===== src/design/apswr_pkg.sv =====
// ----------------------------------------------------------------------------
// apswr_pkg: shared types and constants
// Config register layout, reset values, queue control word, step codes and
// the screen size clamp used by the front and back ends.
// ----------------------------------------------------------------------------
package apswr_pkg;

	localparam int COORD_BITS_DEF = 16;
	localparam int SIZE_BITS      = 13;
	localparam int POS_BITS       = 12;
	localparam int ACC_BITS       = 24;
	localparam int CFG_DATA_BITS  = 13;
	localparam int CFG_IDX_BITS   = 2;
	localparam int QUEUE_DEPTH    = 2;
	localparam int DIV_CNT_BITS   = 4;

	localparam int ACC_MAX = 8388607;
	localparam int ACC_MIN = -8388608;

	localparam logic [SIZE_BITS-1:0] SIZE_LIMIT = 13'd4096;

	localparam logic [SIZE_BITS-1:0] RST_SCREEN_W = 13'd640;
	localparam logic [SIZE_BITS-1:0] RST_SCREEN_H = 13'd480;
	localparam logic [7:0]           RST_DETENT   = 8'd8;
	localparam logic [7:0]           RST_SCROLL   = 8'd40;
	localparam logic [POS_BITS-1:0]  RST_X        = POS_BITS'(640 / 2);
	localparam logic [POS_BITS-1:0]  RST_Y        = POS_BITS'(480 / 2);

	localparam logic [CFG_IDX_BITS-1:0] REG_SCREEN_W = 2'd0;
	localparam logic [CFG_IDX_BITS-1:0] REG_SCREEN_H = 2'd1;
	localparam logic [CFG_IDX_BITS-1:0] REG_DETENT   = 2'd2;
	localparam logic [CFG_IDX_BITS-1:0] REG_SCROLL   = 2'd3;

	localparam logic [1:0] STEP_NONE = 2'b00;
	localparam logic [1:0] STEP_POS  = 2'b01;
	localparam logic [1:0] STEP_NEG  = 2'b11;

	typedef struct packed {
		logic [SIZE_BITS-1:0] screen_width;
		logic [SIZE_BITS-1:0] screen_height;
		logic [7:0]           counts_per_detent;
		logic [7:0]           scroll_pixels;
	} cfg_t;

	typedef struct packed {
		logic absent;
		logic fresh;
		logic btn0;
		logic sat_x;
		logic sat_y;
	} fr_ctl_t;

	function automatic logic [SIZE_BITS-1:0] eff_size(input logic [SIZE_BITS-1:0] s);
		logic [SIZE_BITS-1:0] r;
		r = s;
		if (s == '0)
			r = SIZE_BITS'(1);
		else if (s > SIZE_LIMIT)
			r = SIZE_LIMIT;
		return r;
	endfunction

endpackage


===== src/design/apswr_front.sv =====
// ----------------------------------------------------------------------------
// apswr_front: report classifier
// Flags absent or invalid ranges, forms axis ranges, saturation flags and
// scaled numerators for the back end.
// ----------------------------------------------------------------------------
module apswr_front import apswr_pkg::*; #(
	parameter int COORD_BITS = COORD_BITS_DEF
) (
	input  cfg_t                            cfg,
	input  logic                            device_present,
	input  logic                            report_fresh,
	input  logic [COORD_BITS-1:0]           abs_x,
	input  logic [COORD_BITS-1:0]           abs_y,
	input  logic [7:0]                      buttons,
	input  logic [COORD_BITS-1:0]           min_x,
	input  logic [COORD_BITS-1:0]           max_x,
	input  logic [COORD_BITS-1:0]           min_y,
	input  logic [COORD_BITS-1:0]           max_y,
	output fr_ctl_t                         ctl,
	output logic [COORD_BITS+SIZE_BITS-1:0] num_x,
	output logic [COORD_BITS-1:0]           den_x,
	output logic [COORD_BITS+SIZE_BITS-1:0] num_y,
	output logic [COORD_BITS-1:0]           den_y
);

	localparam int NUM_W = COORD_BITS + SIZE_BITS;

	logic [SIZE_BITS-1:0] size_w;
	logic [SIZE_BITS-1:0] size_h;

	always_comb begin
		size_w = eff_size(cfg.screen_width);
		size_h = eff_size(cfg.screen_height);
		den_x = max_x - min_x;
		den_y = max_y - min_y;
		num_x = NUM_W'(abs_x) * NUM_W'(size_w);
		num_y = NUM_W'(abs_y) * NUM_W'(size_h);
		ctl.absent = !device_present || (max_x == '0) || (max_y == '0)
			|| (min_x >= max_x) || (min_y >= max_y);
		ctl.fresh = report_fresh;
		ctl.btn0 = buttons[0];
		ctl.sat_x = abs_x >= den_x;
		ctl.sat_y = abs_y >= den_y;
	end

endmodule


===== src/design/apswr_queue.sv =====
// ----------------------------------------------------------------------------
// apswr_queue: command queue
// Short FIFO between the classifier and the back end.
// ----------------------------------------------------------------------------
module apswr_queue import apswr_pkg::*; #(
	parameter int WIDTH = 8
) (
	input  logic             clk,
	input  logic             arst_n,
	input  logic             push,
	input  logic [WIDTH-1:0] push_data,
	input  logic             pop,
	output logic             full,
	output logic             valid,
	output logic [WIDTH-1:0] head
);

	localparam int PW = $clog2(QUEUE_DEPTH);

	logic [WIDTH-1:0] mem_q [QUEUE_DEPTH];
	logic [PW-1:0]    wr_ptr_q;
	logic [PW-1:0]    rd_ptr_q;
	logic [PW:0]      cnt_q;
	logic             do_push;
	logic             do_pop;

	assign full    = cnt_q == (PW+1)'(QUEUE_DEPTH);
	assign valid   = cnt_q != '0;
	assign head    = mem_q[rd_ptr_q];
	assign do_push = push && !full;
	assign do_pop  = pop && valid;

	always_ff @(posedge clk or negedge arst_n) begin
		if (!arst_n) begin
			wr_ptr_q <= '0;
			rd_ptr_q <= '0;
			cnt_q <= '0;
		end else begin
			if (do_push)
				wr_ptr_q <= wr_ptr_q + 1'b1;
			if (do_pop)
				rd_ptr_q <= rd_ptr_q + 1'b1;
			if (do_push && !do_pop)
				cnt_q <= cnt_q + 1'b1;
			else if (!do_push && do_pop)
				cnt_q <= cnt_q - 1'b1;
		end
	end

	always_ff @(posedge clk) begin
		if (do_push)
			mem_q[wr_ptr_q] <= push_data;
	end

endmodule


===== src/design/apswr_div.sv =====
// ----------------------------------------------------------------------------
// apswr_div: serial divider
// Restoring divider, one quotient bit per cycle; the quotient is known to
// fit in SIZE_BITS bits.
// ----------------------------------------------------------------------------
module apswr_div import apswr_pkg::*; #(
	parameter int COORD_BITS = COORD_BITS_DEF
) (
	input  logic                            clk,
	input  logic                            arst_n,
	input  logic                            start,
	input  logic [COORD_BITS+SIZE_BITS-1:0] num,
	input  logic [COORD_BITS-1:0]           den,
	output logic                            done,
	output logic [SIZE_BITS-1:0]            quo
);

	logic                    busy_q;
	logic                    done_q;
	logic [DIV_CNT_BITS-1:0] cnt_q;
	logic [COORD_BITS-1:0]   rem_q;
	logic [COORD_BITS-1:0]   den_q;
	logic [SIZE_BITS-1:0]    lo_q;
	logic [SIZE_BITS-1:0]    quo_q;
	logic [COORD_BITS:0]     trial;
	logic [COORD_BITS:0]     diff;
	logic                    ge;

	assign done = done_q;
	assign quo  = quo_q;

	always_comb begin
		trial = {rem_q, lo_q[SIZE_BITS-1]};
		diff = trial - {1'b0, den_q};
		ge = trial >= {1'b0, den_q};
	end

	always_ff @(posedge clk or negedge arst_n) begin
		if (!arst_n) begin
			busy_q <= 1'b0;
			done_q <= 1'b0;
			cnt_q <= '0;
		end else begin
			done_q <= 1'b0;
			if (start) begin
				busy_q <= 1'b1;
				cnt_q <= '0;
			end else if (busy_q) begin
				cnt_q <= cnt_q + 1'b1;
				if (cnt_q == DIV_CNT_BITS'(SIZE_BITS - 1)) begin
					busy_q <= 1'b0;
					done_q <= 1'b1;
				end
			end
		end
	end

	always_ff @(posedge clk) begin
		if (start) begin
			rem_q <= num[COORD_BITS+SIZE_BITS-1:SIZE_BITS];
			lo_q <= num[SIZE_BITS-1:0];
			den_q <= den;
		end else if (busy_q) begin
			rem_q <= ge ? diff[COORD_BITS-1:0] : trial[COORD_BITS-1:0];
			lo_q <= {lo_q[SIZE_BITS-2:0], 1'b0};
			quo_q <= {quo_q[SIZE_BITS-2:0], ge};
		end
	end

endmodule


===== src/design/apswr_back.sv =====
// ----------------------------------------------------------------------------
// apswr_back: position, button and wheel engine
// Pops classified reports, divides both axes of fresh present reports on a
// shared divider, updates pointer and wheel state and holds the result word
// for the output side.
module apswr_back import apswr_pkg::*; #(
	parameter int COORD_BITS = COORD_BITS_DEF
) (
	input  logic                            clk,
	input  logic                            arst_n,
	input  cfg_t                            cfg,
	input  logic                            q_valid,
	input  fr_ctl_t                         q_ctl,
	input  logic [COORD_BITS-1:0]           q_az,
	input  logic [COORD_BITS+SIZE_BITS-1:0] q_num_x,
	input  logic [COORD_BITS-1:0]           q_den_x,
	input  logic [COORD_BITS+SIZE_BITS-1:0] q_num_y,
	input  logic [COORD_BITS-1:0]           q_den_y,
	output logic                            q_pop,
	output logic                            out_valid,
	input  logic                            out_stall,
	output logic [POS_BITS-1:0]             cursor_x,
	output logic [POS_BITS-1:0]             cursor_y,
	output logic                            pressed,
	output logic signed [1:0]               detent_step,
	output logic signed [8:0]               scroll_amount,
	output logic                            cursor_shown
);

	localparam int NUM_W = COORD_BITS + SIZE_BITS;
	localparam int SUM_W = ((COORD_BITS + 1 > ACC_BITS) ? COORD_BITS + 1 : ACC_BITS) + 1;
	localparam logic signed [SUM_W-1:0] SUM_HI = SUM_W'(ACC_MAX);
	localparam logic signed [SUM_W-1:0] SUM_LO = SUM_W'(ACC_MIN);

	typedef enum logic [3:0] {
		ST_IDLE  = 4'b0001,
		ST_DIVX  = 4'b0010,
		ST_DIVY  = 4'b0100,
		ST_WRITE = 4'b1000
	} bk_state_t;

	bk_state_t state_q;

	fr_ctl_t                ctl_q;
	logic [COORD_BITS-1:0]  az_q;
	logic [NUM_W-1:0]       num_y_q;
	logic [COORD_BITS-1:0]  den_y_q;
	logic [POS_BITS-1:0]    qx_q;
	logic [POS_BITS-1:0]    qy_q;

	logic [POS_BITS-1:0]        last_x_q;
	logic [POS_BITS-1:0]        last_y_q;
	logic [COORD_BITS-1:0]      last_w_q;
	logic signed [ACC_BITS-1:0] acc_q;
	logic                       held_q;
	logic                       vis_q;

	logic                    out_valid_q;
	logic [POS_BITS-1:0]     cursor_x_q;
	logic [POS_BITS-1:0]     cursor_y_q;
	logic                    pressed_q;
	logic [1:0]              step_q;
	logic [8:0]              amount_q;
	logic                    shown_q;

	logic                   div_start;
	logic [NUM_W-1:0]       div_num;
	logic [COORD_BITS-1:0]  div_den;
	logic                   div_done;
	logic [SIZE_BITS-1:0]   div_quo;

	logic [POS_BITS-1:0] wmax;
	logic [POS_BITS-1:0] hmax;
	logic                fire;

	logic [POS_BITS-1:0]        nx;
	logic [POS_BITS-1:0]        ny;
	logic                       nheld;
	logic                       nvis;
	logic signed [COORD_BITS:0] dlt;
	logic signed [SUM_W-1:0]    sum;
	logic signed [ACC_BITS-1:0] acc_mid;
	logic signed [ACC_BITS-1:0] acc_base;
	logic signed [ACC_BITS-1:0] det_w;
	logic signed [ACC_BITS-1:0] acc_next;
	logic [7:0]                 det8;
	logic [1:0]                 nstep;
	logic signed [8:0]          sp9;
	logic signed [8:0]          namount;

	apswr_div #(
		.COORD_BITS(COORD_BITS)
	) u_div (
		.clk(clk),
		.arst_n(arst_n),
		.start(div_start),
		.num(div_num),
		.den(div_den),
		.done(div_done),
		.quo(div_quo)
	);

	assign q_pop = (state_q == ST_IDLE) && q_valid;
	assign fire  = (state_q == ST_WRITE) && (!out_valid_q || !out_stall);
	assign wmax  = POS_BITS'(eff_size(cfg.screen_width) - 1'b1);
	assign hmax  = POS_BITS'(eff_size(cfg.screen_height) - 1'b1);

	always_comb begin
		div_start = (q_pop && !q_ctl.absent && q_ctl.fresh)
			|| ((state_q == ST_DIVX) && div_done);
		div_num = (state_q == ST_IDLE) ? q_num_x : num_y_q;
		div_den = (state_q == ST_IDLE) ? q_den_x : den_y_q;
	end

	always_comb begin
		nx = ctl_q.fresh ? qx_q : last_x_q;
		ny = ctl_q.fresh ? qy_q : last_y_q;
		nheld = ctl_q.fresh ? ctl_q.btn0 : held_q;
		nvis = vis_q || (ctl_q.fresh
			&& ((qx_q != last_x_q) || (qy_q != last_y_q) || ctl_q.btn0));
		dlt = $signed({1'b0, az_q}) - $signed({1'b0, last_w_q});
		sum = SUM_W'(acc_q) + SUM_W'(dlt);
		if (sum > SUM_HI)
			acc_mid = ACC_BITS'(ACC_MAX);
		else if (sum < SUM_LO)
			acc_mid = ACC_BITS'(ACC_MIN);
		else
			acc_mid = sum[ACC_BITS-1:0];
		acc_base = ctl_q.fresh ? acc_mid : acc_q;
		det8 = (cfg.counts_per_detent == '0) ? 8'd1 : cfg.counts_per_detent;
		det_w = {{(ACC_BITS-8){1'b0}}, det8};
		if (acc_base >= det_w) begin
			nstep = STEP_POS;
			acc_next = acc_base - det_w;
		end else if (acc_base <= -det_w) begin
			nstep = STEP_NEG;
			acc_next = acc_base + det_w;
		end else begin
			nstep = STEP_NONE;
			acc_next = acc_base;
		end
		sp9 = $signed({1'b0, cfg.scroll_pixels});
		case (nstep)
			STEP_POS: namount = sp9;
			STEP_NEG: namount = -sp9;
			default:  namount = '0;
		endcase
	end

	always_ff @(posedge clk or negedge arst_n) begin
		if (!arst_n) begin
			state_q <= ST_IDLE;
		end else begin
			case (state_q)
				ST_IDLE: begin
					if (q_valid)
						state_q <= (!q_ctl.absent && q_ctl.fresh) ? ST_DIVX : ST_WRITE;
				end
				ST_DIVX: begin
					if (div_done)
						state_q <= ST_DIVY;
				end
				ST_DIVY: begin
					if (div_done)
						state_q <= ST_WRITE;
				end
				ST_WRITE: begin
					if (fire)
						state_q <= ST_IDLE;
				end
				default: state_q <= ST_IDLE;
			endcase
		end
	end

	always_ff @(posedge clk) begin
		if (q_pop) begin
			ctl_q <= q_ctl;
			az_q <= q_az;
			num_y_q <= q_num_y;
			den_y_q <= q_den_y;
		end
		if ((state_q == ST_DIVX) && div_done)
			qx_q <= ctl_q.sat_x ? wmax : div_quo[POS_BITS-1:0];
		if ((state_q == ST_DIVY) && div_done)
			qy_q <= ctl_q.sat_y ? hmax : div_quo[POS_BITS-1:0];
	end

	always_ff @(posedge clk or negedge arst_n) begin
		if (!arst_n) begin
			last_x_q <= RST_X;
			last_y_q <= RST_Y;
			last_w_q <= '0;
			acc_q <= '0;
			held_q <= 1'b0;
			vis_q <= 1'b0;
		end else if (fire) begin
			if (ctl_q.absent) begin
				vis_q <= 1'b0;
			end else begin
				last_x_q <= nx;
				last_y_q <= ny;
				held_q <= nheld;
				vis_q <= nvis;
				acc_q <= acc_next;
				if (ctl_q.fresh)
					last_w_q <= az_q;
			end
		end
	end

	always_ff @(posedge clk or negedge arst_n) begin
		if (!arst_n) begin
			out_valid_q <= 1'b0;
		end else begin
			if (fire)
				out_valid_q <= 1'b1;
			else if (!out_stall)
				out_valid_q <= 1'b0;
		end
	end

	always_ff @(posedge clk) begin
		if (fire) begin
			if (ctl_q.absent) begin
				cursor_x_q <= last_x_q;
				cursor_y_q <= last_y_q;
				pressed_q <= 1'b0;
				step_q <= STEP_NONE;
				amount_q <= '0;
				shown_q <= 1'b0;
			end else begin
				cursor_x_q <= nx;
				cursor_y_q <= ny;
				pressed_q <= nheld;
				step_q <= nstep;
				amount_q <= namount;
				shown_q <= nvis;
			end
		end
	end

	assign out_valid     = out_valid_q;
	assign cursor_x      = cursor_x_q;
	assign cursor_y      = cursor_y_q;
	assign pressed       = pressed_q;
	assign detent_step   = $signed(step_q);
	assign scroll_amount = $signed(amount_q);
	assign cursor_shown  = shown_q;

endmodule


===== src/design/absolute_pointer_scaler_wheel_ratchet_unit.sv =====
// ----------------------------------------------------------------------------
// absolute_pointer_scaler_wheel_ratchet_unit: pointer scaler top level
// Maps absolute pointer reports to screen pixels, latches the left button,
// tracks cursor visibility and ratchets wheel counts into scroll steps.
//
//   channel  direction  handshake             payload
//   report   input      in_valid / in_stall   device_present .. max_y, one report per word
//   result   output     out_valid / out_stall cursor_x .. cursor_shown, one result per word
//   config   input      cfg_write             cfg_index, cfg_data, no wait
//
// A fresh, valid report goes from its pop at the queue head to the result register
// through the pop in ST_IDLE, two passes (x, then y) through the shared serial
// divider, each closed by a done pulse, and ST_WRITE, which waits out an output stall.
// Stale or absent reports skip the divider; the queue registers each word it accepts.
// Reset is asynchronous; config and pointer state load their defaults at once.
// Two words queue between classifier and engine; in_stall rises when full.
// ----------------------------------------------------------------------------
module absolute_pointer_scaler_wheel_ratchet_unit import apswr_pkg::*; #(
	parameter int COORD_BITS = COORD_BITS_DEF
) (
	input  logic                     clk,
	input  logic                     arst_n,
	input  logic                     cfg_write,
	input  logic [CFG_IDX_BITS-1:0]  cfg_index,
	input  logic [CFG_DATA_BITS-1:0] cfg_data,
	input  logic                     in_valid,
	output logic                     in_stall,
	input  logic                     device_present,
	input  logic                     report_fresh,
	input  logic [COORD_BITS-1:0]    abs_x,
	input  logic [COORD_BITS-1:0]    abs_y,
	input  logic [COORD_BITS-1:0]    abs_z,
	input  logic [7:0]               buttons,
	input  logic [COORD_BITS-1:0]    min_x,
	input  logic [COORD_BITS-1:0]    max_x,
	input  logic [COORD_BITS-1:0]    min_y,
	input  logic [COORD_BITS-1:0]    max_y,
	output logic                     out_valid,
	input  logic                     out_stall,
	output logic [POS_BITS-1:0]      cursor_x,
	output logic [POS_BITS-1:0]      cursor_y,
	output logic                     pressed,
	output logic signed [1:0]        detent_step,
	output logic signed [8:0]        scroll_amount,
	output logic                     cursor_shown
);

	localparam int NUM_W = COORD_BITS + SIZE_BITS;
	localparam int CTL_W = $bits(fr_ctl_t);
	localparam int Q_W   = CTL_W + COORD_BITS + 2 * NUM_W + 2 * COORD_BITS;

	cfg_t cfg_q;

	fr_ctl_t               fr_ctl;
	logic [NUM_W-1:0]      fr_num_x;
	logic [COORD_BITS-1:0] fr_den_x;
	logic [NUM_W-1:0]      fr_num_y;
	logic [COORD_BITS-1:0] fr_den_y;

	logic [Q_W-1:0] q_in;
	logic [Q_W-1:0] q_head;
	logic           q_full;
	logic           q_valid;
	logic           q_pop;

	fr_ctl_t               hd_ctl;
	logic [COORD_BITS-1:0] hd_az;
	logic [NUM_W-1:0]      hd_num_x;
	logic [COORD_BITS-1:0] hd_den_x;
	logic [NUM_W-1:0]      hd_num_y;
	logic [COORD_BITS-1:0] hd_den_y;

	always_ff @(posedge clk or negedge arst_n) begin
		if (!arst_n) begin
			cfg_q.screen_width <= RST_SCREEN_W;
			cfg_q.screen_height <= RST_SCREEN_H;
			cfg_q.counts_per_detent <= RST_DETENT;
			cfg_q.scroll_pixels <= RST_SCROLL;
		end else if (cfg_write) begin
			case (cfg_index)
				REG_SCREEN_W: cfg_q.screen_width <= cfg_data;
				REG_SCREEN_H: cfg_q.screen_height <= cfg_data;
				REG_DETENT:   cfg_q.counts_per_detent <= cfg_data[7:0];
				REG_SCROLL:   cfg_q.scroll_pixels <= cfg_data[7:0];
				default: ;
			endcase
		end
	end

	apswr_front #(
		.COORD_BITS(COORD_BITS)
	) u_front (
		.cfg(cfg_q),
		.device_present(device_present),
		.report_fresh(report_fresh),
		.abs_x(abs_x),
		.abs_y(abs_y),
		.buttons(buttons),
		.min_x(min_x),
		.max_x(max_x),
		.min_y(min_y),
		.max_y(max_y),
		.ctl(fr_ctl),
		.num_x(fr_num_x),
		.den_x(fr_den_x),
		.num_y(fr_num_y),
		.den_y(fr_den_y)
	);

	assign q_in = {fr_ctl, abs_z, fr_num_x, fr_den_x, fr_num_y, fr_den_y};
	assign {hd_ctl, hd_az, hd_num_x, hd_den_x, hd_num_y, hd_den_y} = q_head;
	assign in_stall = q_full;

	apswr_queue #(
		.WIDTH(Q_W)
	) u_queue (
		.clk(clk),
		.arst_n(arst_n),
		.push(in_valid),
		.push_data(q_in),
		.pop(q_pop),
		.full(q_full),
		.valid(q_valid),
		.head(q_head)
	);

	apswr_back #(
		.COORD_BITS(COORD_BITS)
	) u_back (
		.clk(clk),
		.arst_n(arst_n),
		.cfg(cfg_q),
		.q_valid(q_valid),
		.q_ctl(hd_ctl),
		.q_az(hd_az),
		.q_num_x(hd_num_x),
		.q_den_x(hd_den_x),
		.q_num_y(hd_num_y),
		.q_den_y(hd_den_y),
		.q_pop(q_pop),
		.out_valid(out_valid),
		.out_stall(out_stall),
		.cursor_x(cursor_x),
		.cursor_y(cursor_y),
		.pressed(pressed),
		.detent_step(detent_step),
		.scroll_amount(scroll_amount),
		.cursor_shown(cursor_shown)
	);

	a_no_step_no_scroll: assert property (@(posedge clk) disable iff (!arst_n)
		out_valid && (detent_step == STEP_NONE) |-> (scroll_amount == '0))
		else $error("scroll amount without wheel step");

	a_step_code: assert property (@(posedge clk) disable iff (!arst_n)
		out_valid |-> (detent_step == STEP_NONE) || (detent_step == STEP_POS)
			|| (detent_step == STEP_NEG))
		else $error("wheel step out of range");

	a_stall_needs_backlog: assert property (@(posedge clk) disable iff (!arst_n)
		in_stall |-> q_valid)
		else $error("input stalled with empty queue");

	a_pop_only_when_valid: assert property (@(posedge clk) disable iff (!arst_n)
		q_pop |-> q_valid)
		else $error("queue popped while empty");

endmodule

===== config.mk =====
export PLATFORM = sky130hd
export DESIGN_NAME = absolute_pointer_scaler_wheel_ratchet_unit
export DESIGN_NICKNAME = d
export VERILOG_FILES = /design/src/design/apswr_pkg.sv /design/src/design/apswr_front.sv /design/src/design/apswr_queue.sv /design/src/design/apswr_div.sv /design/src/design/apswr_back.sv /design/src/design/absolute_pointer_scaler_wheel_ratchet_unit.sv
export SDC_FILE = /design/constraint.sdc
export NUM_CORES = 2
export LEC_CHECK = 0
export BUFFER_PORTS_ARGS = -buffer_cell sky130_fd_sc_hd__buf_2
export CAP_MARGIN = 5
export CORE_MARGIN = 1.5
export CORE_UTILIZATION = 56
export CTS_CLUSTER_SIZE = 30
export DETAILED_ROUTE_END_ITERATION = 6
export PLACE_DENSITY = 0.76
export REMOVE_ABC_BUFFERS = 1
export SLEW_MARGIN = 5
export SYNTH_ARGS = -nofsm -noshare
export SYNTH_HDL_FRONTEND = slang
export SYNTH_SLANG_ARGS = --single-unit

===== constraint.sdc =====
create_clock -name clk -period 8.9 [get_ports clk]
set_clock_uncertainty 0.05 [all_clocks]
set_input_delay 1.335 -clock clk [delete_from_list [all_inputs] [get_ports clk]]
set_output_delay 1.335 -clock clk [all_outputs]
set_load 0.01 [all_outputs]

==> key figures <==
Synth
  – Count of distinct cell types in the synthesized netlist: 94
  – Cells after synthesis: approximately 3900
  – Share of the yosys chip area belonging to registers: 0.372
  – Synthesized flop and latch total: between 500 and 600
  – Number of synthesized flops with an enable pin: 406
  – Most common flop cell mapped by yosys: sky130_fd_sc_hd__edfxtp_1
  – Synthesized cell area: slightly above 40000 um2
  – Count of warnings emitted by yosys: 0
  – Avg Cell Area, Syn: between 10 and 15 um2
  – Share of flip-flops with an asynchronous set or reset: 0.233

Worst setup path
  – Kind of start point of the critical path: register
  – Stages on worst setup path: 37
  – Crit path launch: u_back.last_w_q[0]
  – WP data arrival: around 9000 ps
  – Endpoint of the most critical setup path: u_back.acc_q[21]
  – Worst flop-to-flop path startpoint: u_back.last_w_q[0]
  – Worst Setup Path Type: reg -> reg
  – Worst R2R End: u_back.acc_q[21]
  – Family with the most delay on the worst path: compound AO/OA/AOI/OAI gates
  – Crit end category: register
  – Crit Path Max Fanout: 8
  – Logic depth of the worst register-to-register path: 37
  – Max incr delay on CP: roughly 430 ps
  – Slowest-stage cell, CP: sky130_fd_sc_hd__or2_2
  – Data required, critical path: 9320 ps
  – Count of buffering cells on the critical path with inverters included: 3
  – Worst reg2reg setup slack: about 510 ps

Placement
  – Cell area after placement: ~43000 um2
  – Final weighted congestion in routability-driven placement: between 0.8 and 0.9
  – Buffers on Ports: 173
  – DP Wirelength: 71.4 mm

Routing
  – Final wirelength: ~94 mm
  – Count of unresolved DRC violations after routing: 0
  – Count of vias placed by the detailed router: slightly below 30000
  – 1st-iter DRT viols: between 1500 and 2000
  – Remaining antenna violation count: 0
  – Routed length per placed instance: between 15 and 20 um
  – Drt pass-1 iters: 5
  – Post-detailed-route via-to-cell ratio: ~5.7

Floorplanning
  – DIE HEIGHT: between 200 and 300 um
  – Core area: approximately 73000 um2
  – Die area: between 70000 and 80000 um2
  – Die width: roughly 270 um
  – Std cell rows: 99
  – Count of boundary I/O pins: ~180
  – Effective utilization at floorplan: 0.564

Final layout
  – Most frequent standard cell in the layout excluding fill and tap cells: sky130_fd_sc_hd__inv_1
  – Multi-input logic area: 23300 um2
  – Number of fillers in the final layout: between 5000 and 6000
  – Share of the core filled with cells: 0.623
  – Reg area: roughly 15000 um2
  – Most frequent cells in the layout: sky130_fd_sc_hd__inv_1 (531), sky130_fd_sc_hd__nand2_1 (469), sky130_fd_sc_hd__edfxtp_1 (406)
  – Relative area change from synthesis to final layout: 10.4%
  – Final instance area: 45400 um2
  – Number of nets in the finished design: just under 5000
  – Fraction of final layout cells sized beyond drive strength 1: 0.146

GRT
  – Global-route total usage across every layer: 0.254
  – GRT Residual Overflow: 0
  – Number of antenna violations at the first check in global routing: 3
  – Pin count of the biggest net entering global routing: between 90 and 100
  – Global-route wire length before repair: ~150 mm
  – Number of global-route vias before repair: approximately 29000

Job
  – Max-capacitance violation count: 0

Timing
  – Slew at the pin with the worst max-slew slack: between 1000 and 1500 ps
  – Relative max-transition margin: 0.230
  – Achievable clock frequency: 0.119 GHz
  – Max Slew Vio Count: 0
  – Setup-failing EPs final: 0
  – Hold slack final: ~410 ps
  – Min cycle time layout: around 8400 ps
  – Final Hold Viols: 0
  – Total negative setup slack: 0 ps
  – Final cycle utilization of the critical path: 0.943
  – Unrepaired setup endpoints after global routing: no

Clock network
  – CTS sink cnt: ~530
  – Clock transition at the registers of the reported paths: roughly 60 ps
  – Hold-fix buffers, CTS: 0
  – CTS Root Cell: sky130_fd_sc_hd__clkbuf_16
  – Clock network latency to the later pin of the worst-skew pair: 620 ps
  – Number of buffers on the longest clock path: 3
  – TritonCTS clock tree: done
  – Number of buffers created by CTS: 54
  – Count of H-tree levels built during CTS: 2

Outcome
  – Status: finished, final reports clean

Min path
  – Min-Delay Path Class: reg -> reg
how the worst min path moves through the flow:
stage | startpoint | endpoint | cells past startpoint
floorplan | u_back.u_div.quo[1] | u_back.u_div.quo[2] | 0
global placement | u_back.u_div.quo[1] | u_back.u_div.quo[2] | 0
detailed placement | u_back.u_div.quo[1] | u_back.u_div.quo[2] | 0
CTS | u_back.u_div.quo[1] | u_back.u_div.quo[2] | 0
global route | u_back.u_div.quo[1] | u_back.u_div.quo[2] | 0
finish | u_back.u_div.quo[1] | u_back.u_div.quo[2] | 0
flip-flops by register name, indices dropped and copies added, names as in the netlist, 13 cells and up:
signal and count:
cfg_q 42, u_back.acc_q 24, u_back.az_q 16, u_back.den_y_q 16, u_back.last_w_q 16, u_back.num_y_q 29, u_back.u_div.den_q 16, u_back.u_div.lo_q 13
u_back.u_div.rem_q 16, u_queue.mem_q 222
per-layer routing:
layer | wire length [um] | track usage | vias to the layer above | share of wire
met5 | 12 | 0 | - | 0.00013
met4 | 2720 | 0.0810 | 2 | 0.029
met3 | 5220 | 0.0318 | 170 | 0.056
met2 | 46100 | 0.433 | 894 | 0.49
met1 | 39900 | 0.338 | 14200 | 0.42
li1 | - | - | 13600 | -
stage by stage:
step	worst slack, ps	std cells
finish	507	5094
global route	13.4	5093
CTS	19.2	5092
detailed placement	83.6	4986
global placement	252	4986
floorplan	118	3773
area by class of cell:
class                           instances  share of cell area
Antenna cell                            1           0.0000551
Clock buffer                           73              0.0350
Clock inverter                         29              0.0103
Inverter                              535              0.0442
Multi-Input combinational cell       2709               0.514
Sequential cell                       529               0.337
Tap cell                              959              0.0264
Timing Repair Buffer                  259              0.0334
kinds of logic (layout without fill, tap and decap cells):
logic type / count (synthesis) / count (layout) / synth area share
simple gates: 1066 / 1066 / 0.121
buf+inv: 698 / 896 / 0.0645
other cells: 1 / 7 / 0.0000912
compound gates: 591 / 591 / 0.0925
flops: 529 / 529 / 0.372
fa+ha+maj: 629 / 629 / 0.249
mux: 237 / 237 / 0.0629
xor+xnor: 180 / 180 / 0.0384
cells in the mapped netlist (all sizes together), types with 5 or more instances:
cell | number | area (um2)
dfstp | 16 | 420
a211o | 11 | 96.3
nand2b | 21 | 131
or2 | 12 | 75.1
a21oi | 168 | 852
nand2 | 470 | 1770
a21o | 62 | 474
dfrtp | 107 | 2680
fa | 314 | 6290
and2 | 112 | 701
o41ai | 6 | 60.1
nor3 | 47 | 235
nand3 | 40 | 205
or3 | 19 | 124
nor2b | 44 | 275
clkbuf | 141 | 531
edfxtp | 406 | 12200
nand4 | 29 | 181
and3 | 22 | 138
buf | 22 | 114
nor4 | 26 | 178
xor2 | 55 | 482
mux2i | 65 | 651
nand3b | 6 | 45.0
o31ai | 5 | 37.5
mux2 | 172 | 1940
a21boi | 26 | 195
o211ai | 31 | 243
a211oi | 8 | 65.1
o21bai | 18 | 135
nor2 | 197 | 742
ha | 315 | 3940
a2111oi | 5 | 43.8
o21a | 21 | 158
o22ai | 11 | 75.1
a31oi | 22 | 144
xnor2 | 125 | 1090
o21ai | 157 | 797
nor3b | 6 | 45.0
inv | 533 | 2000
repair_timing:
| action | CTS | global route |
|---|---|---|
| resized for setup | 2 | 28 |
| pin swaps | 2 | 2 |
| setup buffers | 4 | 0 |
| endpoints found under the setup margin | 9 | 35 |
Power is left out: the tool's default activity adds up to more than one toggle a clock period on the data nets, which glitch-free logic cannot reach.
